==> config.mk <==
export PLATFORM = sky130hd
export DESIGN_NAME = mspv2_pointer_frame_encoder
export DESIGN_NICKNAME = d
export VERILOG_FILES = /design/src/hdl/mspfe_pkg.sv /design/src/hdl/mspfe_front.sv /design/src/hdl/mspfe_back.sv /design/src/hdl/mspv2_pointer_frame_encoder.sv
export SDC_FILE = /design/constraint.sdc
export NUM_CORES = 1
export LEC_CHECK = 0
export ABC_AREA = 1
export CAP_MARGIN = 40
export CORE_MARGIN = 2
export CORE_UTILIZATION = 35
export DETAILED_ROUTE_END_ITERATION = 10
export DONT_BUFFER_PORTS = 1
export SLEW_MARGIN = 20
export SYNTH_ARGS = -nofsm -noshare
export SYNTH_HDL_FRONTEND = slang
export SYNTH_SLANG_ARGS = --single-unit
==> constraint.sdc <==
create_clock -name i_clk -period 5.5 [get_ports i_clk]
set_clock_uncertainty 0.05 [all_clocks]
set_input_delay 0.55 -clock i_clk [delete_from_list [all_inputs] [get_ports i_clk]]
set_output_delay 0.55 -clock i_clk [all_outputs]
set_load 0.01 [all_outputs]
==> src/hdl/mspfe_pkg.sv <==
// ----------------------------------------------------------------------------
// mspfe_pkg
// Shared types, frame constants and the CRC-8 DVB-S2 byte update.
// ----------------------------------------------------------------------------
package mspfe_pkg;

    typedef struct packed {
        logic [15:0] first_value;
        logic [15:0] second_value;
        logic [15:0] third_value;
    } t_in_item;

    typedef struct packed {
        logic [7:0] frame_byte;
        logic       last_byte;
    } t_out_item;

    // queue head as seen by the back end
    typedef struct packed {
        logic     valid;
        t_in_item item;
    } t_q_head;

    localparam int unsigned FRAME_LEN = 15;
    localparam int unsigned IDX_W     = 4;

    localparam logic [IDX_W-1:0] IDX_HDR0   = 4'd0;
    localparam logic [IDX_W-1:0] IDX_HDR1   = 4'd1;
    localparam logic [IDX_W-1:0] IDX_HDR2   = 4'd2;
    localparam logic [IDX_W-1:0] IDX_FLAGS  = 4'd3;
    localparam logic [IDX_W-1:0] IDX_FUNC_L = 4'd4;
    localparam logic [IDX_W-1:0] IDX_FUNC_H = 4'd5;
    localparam logic [IDX_W-1:0] IDX_LEN_L  = 4'd6;
    localparam logic [IDX_W-1:0] IDX_LEN_H  = 4'd7;
    localparam logic [IDX_W-1:0] IDX_V0_L   = 4'd8;
    localparam logic [IDX_W-1:0] IDX_V0_H   = 4'd9;
    localparam logic [IDX_W-1:0] IDX_V1_L   = 4'd10;
    localparam logic [IDX_W-1:0] IDX_V1_H   = 4'd11;
    localparam logic [IDX_W-1:0] IDX_V2_L   = 4'd12;
    localparam logic [IDX_W-1:0] IDX_V2_H   = 4'd13;
    localparam logic [IDX_W-1:0] IDX_CRC    = 4'd14;

    localparam logic [7:0] HDR0_BYTE   = 8'h24; // '$'
    localparam logic [7:0] HDR1_BYTE   = 8'h58; // 'X'
    localparam logic [7:0] HDR2_BYTE   = 8'h3C; // '<'
    localparam logic [7:0] FLAGS_BYTE  = 8'h00;
    localparam logic [7:0] FUNC_L_BYTE = 8'h83;
    localparam logic [7:0] FUNC_H_BYTE = 8'h03;
    localparam logic [7:0] LEN_L_BYTE  = 8'h06;
    localparam logic [7:0] LEN_H_BYTE  = 8'h00;

    localparam logic [7:0] CRC_POLY = 8'hD5;

    function automatic logic [7:0] crc8_update(input logic [7:0] crc,
                                               input logic [7:0] data);
        logic [7:0] c;
        c = crc ^ data;
        for (int b = 0; b < 8; b++) begin
            if (c[7]) begin
                c = {c[6:0], 1'b0} ^ CRC_POLY;
            end else begin
                c = {c[6:0], 1'b0};
            end
        end
        return c;
    endfunction

endpackage

==> src/hdl/mspfe_front.sv <==
// ----------------------------------------------------------------------------
// mspfe_front
// Accepts items on the start/busy handshake and queues them for the back end.
// ----------------------------------------------------------------------------
module mspfe_front #(
    parameter int unsigned DEPTH = 2
) (
    input  logic                i_clk,
    input  logic                i_rst_n,
    input  logic                start,
    output logic                busy,
    input  mspfe_pkg::t_in_item i_item,
    input  logic                i_pop,
    output mspfe_pkg::t_q_head  o_head
);

    localparam int unsigned PTR_W = (DEPTH > 1) ? $clog2(DEPTH) : 1;
    localparam int unsigned CNT_W = $clog2(DEPTH + 1);

    mspfe_pkg::t_in_item r_mem [DEPTH];
    logic [PTR_W-1:0]    r_wr_ptr, n_wr_ptr;
    logic [PTR_W-1:0]    r_rd_ptr, n_rd_ptr;
    logic [CNT_W-1:0]    r_count, n_count;
    logic                push;
    logic                pop;

    assign busy = (r_count == CNT_W'(DEPTH));
    assign push = start && !busy;
    assign pop  = i_pop && (r_count != '0);

    assign o_head.valid = (r_count != '0);
    assign o_head.item  = r_mem[r_rd_ptr];

    always_comb begin
        n_wr_ptr = r_wr_ptr;
        n_rd_ptr = r_rd_ptr;
        n_count  = r_count;
        if (push) begin
            n_wr_ptr = (r_wr_ptr == PTR_W'(DEPTH - 1)) ? '0 : r_wr_ptr + 1'b1;
        end
        if (pop) begin
            n_rd_ptr = (r_rd_ptr == PTR_W'(DEPTH - 1)) ? '0 : r_rd_ptr + 1'b1;
        end
        if (push && !pop) begin
            n_count = r_count + 1'b1;
        end else if (pop && !push) begin
            n_count = r_count - 1'b1;
        end
    end

    always_ff @(posedge i_clk) begin
        if (!i_rst_n) begin
            r_wr_ptr <= '0;
            r_rd_ptr <= '0;
            r_count  <= '0;
        end else begin
            r_wr_ptr <= n_wr_ptr;
            r_rd_ptr <= n_rd_ptr;
            r_count  <= n_count;
        end
    end

    always_ff @(posedge i_clk) begin
        if (push) begin
            r_mem[r_wr_ptr] <= i_item;
        end
    end

    a_count_bound: assert property (@(posedge i_clk) disable iff (!i_rst_n)
        r_count <= CNT_W'(DEPTH))
        else $error("queue count above depth");

    a_push_grows: assert property (@(posedge i_clk) disable iff (!i_rst_n)
        (push && !pop) |=> (r_count == $past(r_count) + 1'b1))
        else $error("queued item lost");

    a_ptr_gap: assert property (@(posedge i_clk) disable iff (!i_rst_n)
        ((r_count == '0) || (r_count == CNT_W'(DEPTH))) |-> (r_wr_ptr == r_rd_ptr))
        else $error("queue pointers out of step with count");

endmodule

==> src/hdl/mspfe_back.sv <==
// ----------------------------------------------------------------------------
// mspfe_back
// Serializes one queued item into a 15-byte frame, CRC computed on the fly.
// ----------------------------------------------------------------------------
module mspfe_back (
    input  logic                 i_clk,
    input  logic                 i_rst_n,
    input  mspfe_pkg::t_q_head   i_head,
    output logic                 o_pop,
    output logic                 o_strobe,
    output mspfe_pkg::t_out_item o_result
);

    logic                          r_active, n_active;
    logic [mspfe_pkg::IDX_W-1:0]   r_idx, n_idx;
    logic [7:0]                    r_crc, n_crc;
    mspfe_pkg::t_in_item           r_item;
    logic [7:0]                    byte_sel;
    logic                          at_last;
    logic                          take;

    assign at_last = (r_idx == mspfe_pkg::IDX_CRC);
    assign take    = i_head.valid && (!r_active || at_last);
    assign o_pop   = take;

    always_comb begin
        unique case (r_idx)
            mspfe_pkg::IDX_HDR0:   byte_sel = mspfe_pkg::HDR0_BYTE;
            mspfe_pkg::IDX_HDR1:   byte_sel = mspfe_pkg::HDR1_BYTE;
            mspfe_pkg::IDX_HDR2:   byte_sel = mspfe_pkg::HDR2_BYTE;
            mspfe_pkg::IDX_FLAGS:  byte_sel = mspfe_pkg::FLAGS_BYTE;
            mspfe_pkg::IDX_FUNC_L: byte_sel = mspfe_pkg::FUNC_L_BYTE;
            mspfe_pkg::IDX_FUNC_H: byte_sel = mspfe_pkg::FUNC_H_BYTE;
            mspfe_pkg::IDX_LEN_L:  byte_sel = mspfe_pkg::LEN_L_BYTE;
            mspfe_pkg::IDX_LEN_H:  byte_sel = mspfe_pkg::LEN_H_BYTE;
            mspfe_pkg::IDX_V0_L:   byte_sel = r_item.first_value[7:0];
            mspfe_pkg::IDX_V0_H:   byte_sel = r_item.first_value[15:8];
            mspfe_pkg::IDX_V1_L:   byte_sel = r_item.second_value[7:0];
            mspfe_pkg::IDX_V1_H:   byte_sel = r_item.second_value[15:8];
            mspfe_pkg::IDX_V2_L:   byte_sel = r_item.third_value[7:0];
            mspfe_pkg::IDX_V2_H:   byte_sel = r_item.third_value[15:8];
            mspfe_pkg::IDX_CRC:    byte_sel = r_crc;
            default:               byte_sel = 8'h00;
        endcase
    end

    always_comb begin
        n_active = r_active;
        n_idx    = r_idx;
        n_crc    = r_crc;
        if (r_active) begin
            n_idx = r_idx + 1'b1;
            // CRC covers flags through the last payload byte
            if (r_idx >= mspfe_pkg::IDX_FLAGS && !at_last) begin
                n_crc = mspfe_pkg::crc8_update(r_crc, byte_sel);
            end
            if (at_last) begin
                n_active = 1'b0;
            end
        end
        if (take) begin
            n_active = 1'b1;
            n_idx    = '0;
            n_crc    = '0;
        end
    end

    always_ff @(posedge i_clk) begin
        if (!i_rst_n) begin
            r_active <= 1'b0;
            r_idx    <= '0;
            o_strobe <= 1'b0;
        end else begin
            r_active <= n_active;
            r_idx    <= n_idx;
            o_strobe <= r_active;
        end
    end

    always_ff @(posedge i_clk) begin
        r_crc                <= n_crc;
        o_result.frame_byte  <= byte_sel;
        o_result.last_byte   <= r_active && at_last;
        if (take) begin
            r_item <= i_head.item;
        end
    end

    a_idx_range: assert property (@(posedge i_clk) disable iff (!i_rst_n)
        r_active |-> (r_idx <= mspfe_pkg::IDX_CRC))
        else $error("byte index past end of frame");

    a_no_cut: assert property (@(posedge i_clk) disable iff (!i_rst_n)
        (r_active && !at_last) |=> (r_active && r_idx == $past(r_idx) + 1'b1))
        else $error("frame cut short");

    a_pop_valid: assert property (@(posedge i_clk) disable iff (!i_rst_n)
        o_pop |-> i_head.valid)
        else $error("pop from empty queue");

    a_last_strobed: assert property (@(posedge i_clk) disable iff (!i_rst_n)
        o_result.last_byte |-> o_strobe)
        else $error("last byte flag without strobe");

endmodule

==> src/hdl/mspv2_pointer_frame_encoder.sv <==
// ----------------------------------------------------------------------------
// mspv2_pointer_frame_encoder
// MSPv2 request frame builder: three 16-bit values in, 15 frame bytes out.
// ----------------------------------------------------------------------------
// Input: an item (three 16-bit values) is taken at a rising edge with start
// high and busy low. Items go into a QUEUE_DEPTH-entry queue; busy is high
// only while that queue is full.
// Output: each frame byte shows on o_result for one cycle with o_strobe high;
// o_result.last_byte marks byte 14, the CRC-8 DVB-S2 over bytes 3..13.
// The receiver has no way to stall; bytes are sent one per cycle.
// Path: with the serializer idle, a taken item is written into the queue,
// then loaded from the queue head into the serializer, which registers
// byte 0 onto o_result. The byte serializer emits one byte per clock while
// a frame runs; with the next item already queued, frames follow with no gap.
// Reset (i_rst_n low, synchronous): queue emptied, serializer idle, strobe
// low. Any frame in flight is dropped.
// ----------------------------------------------------------------------------
module mspv2_pointer_frame_encoder #(
    parameter int unsigned QUEUE_DEPTH = 2
) (
    input  logic                 i_clk,
    input  logic                 i_rst_n,
    input  logic                 start,
    output logic                 busy,
    input  mspfe_pkg::t_in_item  i_item,
    output logic                 o_strobe,
    output mspfe_pkg::t_out_item o_result
);

    mspfe_pkg::t_q_head head;
    logic               pop;

    mspfe_front #(
        .DEPTH (QUEUE_DEPTH)
    ) u_front (
        .i_clk   (i_clk),
        .i_rst_n (i_rst_n),
        .start   (start),
        .busy    (busy),
        .i_item  (i_item),
        .i_pop   (pop),
        .o_head  (head)
    );

    mspfe_back u_back (
        .i_clk    (i_clk),
        .i_rst_n  (i_rst_n),
        .i_head   (head),
        .o_pop    (pop),
        .o_strobe (o_strobe),
        .o_result (o_result)
    );

endmodule
==> impl_metrics.tcl <==
set metrics [dict create \
    vias 4467 \
    synth_cells 672 \
    floorplan.die_area_um2 21520 \
    synth.yosys.warnings 0 \
    power_switching_w 0.001366 \
    groute.usage.overall_pct 13.72 \
    share_seq_of_total_power_pct 47.4 \
    postSynthRegisterBits 171 \
    final.hold.worst_slack_ps 157.6 \
    layout-area-overhead-vs-synth_pct 12.36 \
    numClockSinks 171 \
    buffer_levels_on_the_longest_clock_path 2 \
    die_w_um 146.7 \
    drt_iter0_drc 286 \
    ratio_of_cells_with_drive_above_1_in_the_final_layout_pct 10.43 \
    timing.hold.worst_path_depth 0 \
    cts_tree "yes" \
    final_core_utilization_pct 39.83 \
    synth.net_count 728 \
    synth.lib_cells_used.distinct 26 \
    r2r.worst_path.cells 12 \
    hold_path.class "in -> reg" \
    whs_endpoint "u_front.r_mem[0][46]" \
    setup-tns-final_ps 0 \
    clk_latency_ps 440 \
    globalRouteOverflowTotal 0 \
    synth_ff_type "sky130_fd_sc_hd__edfxtp_1" \
    io_buffer_count 0 \
    post-route-cell-area_um2 8008 \
    peakVddDrop_uv 225.6 \
    fp.dieH_um 146.7 \
    tightest_slew_ps 710.6 \
    synth-edff-count 144 \
    power_switching_share_pct 33.52 \
    worstSetupPathType "reg -> reg" \
    rsz0062_at_grt "no" \
    hold_path_startpoint "i_item[46]" \
    finalCriticalPeriod_ps 3087 \
    route.antenna.remaining_nets 0 \
    synthDominantCellAreaShare_pct 60.67 \
    dpl-instance-area_um2 7426 \
    route.final.wire_length_mm 14.24 \
    cts_setup_buffers 0 \
    commonest_cells_in_the_netlist "sky130_fd_sc_hd__nand2_1 (284), sky130_fd_sc_hd__edfxtp_1 (144), sky130_fd_sc_hd__nand3_1 (36)" \
    cell_with_the_most_instances_after_synthesis "sky130_fd_sc_hd__nand2_1" \
    num-nets-final 733 \
    grt_antenna_before_repair 0 \
    cp.required_ps 5790 \
    clock_power_share_pct 28.5 \
    power_density_nw_per_um2 508.8 \
    tritoncts.num_buffers 17 \
    antenna_cells 0 \
    crit_path_max_fanout 10 \
    leakage_nw 3.197 \
    power.internal_w 0.002709 \
    met1_usage_pct 17.36 \
    initial_core_utilization_pct 35.45 \
    drtPass1Iterations 6 \
    design.portCount 62 \
    ctsHoldBuffers 0 \
    r2r_start "u_back.r_idx[0]" \
    global_route.usage.met3_pct 4.255 \
    num-fill-cells 1906 \
    setup_viol_count_final 0 \
    async_flop_share_pct 0 \
    floorplan.rows 52 \
    cpMaxStageDelayCell "sky130_fd_sc_hd__a21oi_1" \
    routability_congestion 0.8480 \
    grt_first_pass_wirelength_mm 22.43 \
    timing.slew.headroom_pct 52.63 \
    hold_violations 0 \
    grtUsageMet2_pct 22.04 \
    root_buffer_cell "sky130_fd_sc_hd__clkbuf_16" \
    timing.reg2reg.setup_slack_ps 2410 \
    first_global_vias 4131 \
    critical_path.most_common_cell "sky130_fd_sc_hd__inv_1" \
    cp.arrival_ps 3370 \
    final_max_slew_viol_count 0 \
    fmax_mhz 324.0 \
    final_setup_margin_ps 2413 \
    synth_area_um2 7127 \
    synth_largest_area_cell "sky130_fd_sc_hd__edfxtp_1" \
    route.detailed.vias_per_inst 4.653 \
    worstSetupStartpointType "flip-flop" \
    dp_hpwl_mm 9.804 \
    global_route.peak_usage_layer "met2" \
    syn_avg_cell_area_um2 10.61 \
    max_cap_viol_count 0 \
    combPwrFrac_pct 24.1 \
    result_of_the_run "complete, no violations" \
    wl_per_cell_um 14.84 \
    post-route-period-util_pct 56.12 \
    worstSetupEndpointType "flip-flop" \
    core_area_um2 20100 \
    h-tree-depth 4 \
    cp_slowest_stage_delay_ps 580 \
    dp_worst_setup_slack_ps 2456 \
    path_cells "inv_1 -> ha_1 -> inv_1 -> nor2_4 -> inv_1 -> nand2_1 -> a21oi_1 -> clkinv_1 -> a21oi_1 -> o21ai_0 -> o211ai_1 -> inv_1" \
    post_cts.resized_instances 0 \
    grt_max_degree 54 \
    drc 0 \
    clkSlewWorstSetupHoldPaths_ps 70 \
    r2r-end "u_back.r_crc[3]" \
    yosysSeqAreaShare_pct 68.26 \
    synth_area_leaders "sky130_fd_sc_hd__edfxtp_1 (61%), sky130_fd_sc_hd__nand2_1 (15%), sky130_fd_sc_hd__dfxtp_1 (7.6%)" \
]
placed cells by master (no fill, tap or decap), types with 4 or more instances in the layout:
cell type | Yosys | routed
sky130_fd_sc_hd__buf_4 | 0 | 4
sky130_fd_sc_hd__clkinvlp_4 | 0 | 5
sky130_fd_sc_hd__inv_2 | 3 | 4
sky130_fd_sc_hd__ha_1 | 5 | 5
sky130_fd_sc_hd__nor2_4 | 5 | 7
sky130_fd_sc_hd__inv_8 | 0 | 4
sky130_fd_sc_hd__nand3_1 | 36 | 36
sky130_fd_sc_hd__dfxtp_1 | 27 | 27
sky130_fd_sc_hd__o21ai_0 | 12 | 12
sky130_fd_sc_hd__inv_1 | 34 | 33
sky130_fd_sc_hd__nor2_2 | 6 | 6
sky130_fd_sc_hd__nor2_1 | 30 | 28
sky130_fd_sc_hd__nand4_1 | 24 | 24
sky130_fd_sc_hd__edfxtp_1 | 144 | 144
sky130_fd_sc_hd__nand2_2 | 15 | 15
sky130_fd_sc_hd__a21oi_1 | 11 | 10
sky130_fd_sc_hd__nand2_1 | 284 | 284
sky130_fd_sc_hd__xor2_1 | 6 | 6
sky130_fd_sc_hd__clkbuf_16 | 0 | 17
registers in the layout, summed over array words and instances, names as in the netlist:
signal	cells
u_front.r_count	2
u_back.o_result	9
u_back.r_crc	8
u_front.r_rd_ptr	1
u_back.r_active	1
u_back.r_idx	4
u_front.r_mem	96
u_back.o_strobe	1
u_front.r_wr_ptr	1
u_back.r_item	48
worst max-delay path by stage:
stage / startpoint / end / cells after the start
2_1_floorplan: u_back.r_idx[0] / u_front.r_count[1] / 15
3_3_place_gp: u_back.r_idx[3] / u_back.r_crc[5] / 14
3_5_place_dp: u_back.r_idx[0] / u_back.r_crc[3] / 12
4_1_cts: u_back.r_idx[0] / u_back.r_crc[3] / 12
5_1_grt: u_back.r_idx[1] / u_back.r_crc[4] / 21
6_report: u_back.r_idx[0] / u_back.r_crc[3] / 12
final cells by class:
type	count	area, um^2	share of cell area, %
Sequential cell	171	4865	60.75
Inverter	38	142.6	1.781
Clock inverter	15	156.4	1.953
Multi-Input combinational cell	443	2016	25.17
Timing Repair Buffer	6	65.06	0.8125
Clock buffer	17	425.4	5.313
Tap cell	270	337.8	4.219
stage by stage:
stage                     instances  power, W
final                           960  0.004075
after global routing            960  0.004330
after CTS                       960  0.004125
after detailed placement        928  0.002959
after global placement          926  0.002933
after floorplan                 672  0.002650
metal layers:
layer  part of all wire, %  wire [um]
met3                   6.2        877
met4                   2.2        312
met5                     0          0
met2                    48       6807
met1                    44       6244
power groups by stage:
| stage | Clock, W | Sequential (W) | Combinational [W] |
|---|---|---|---|
| after global routing | 0.00124 | 0.00195 | 0.00114 |
| final | 0.00116 | 0.00193 | 0.000983 |
| after CTS | 0.00119 | 0.00194 | 0.00100 |
| after floorplan | 0 | 0.00192 | 0.000731 |
| after detailed placement | 0 | 0.00196 | 0.000999 |
| after global placement | 0 | 0.00196 | 0.000972 |
kinds of logic after synthesis:
| group | after synthesis | synth area share, % |
|---|---|---|
| AND/OR/NAND/NOR | 403 | 24.09 |
| XOR/XNOR | 6 | 0.7374 |
| buffers and inverters | 58 | 3.827 |
| flip-flops | 171 | 68.26 |
| adder cells (fa/ha/maj) | 5 | 0.8778 |
| AO/OA/AOI/OAI | 29 | 2.212 |
worst max-delay path, delay by kind of cell, from the launching register on:
family	cells	cell delay, ps
flops	1	410
buf+inv	5	940
simple gates	2	210
compound gates	4	1010
fa+ha+maj	1	360
No activity file was read; power rests on OpenSTA's default activity.
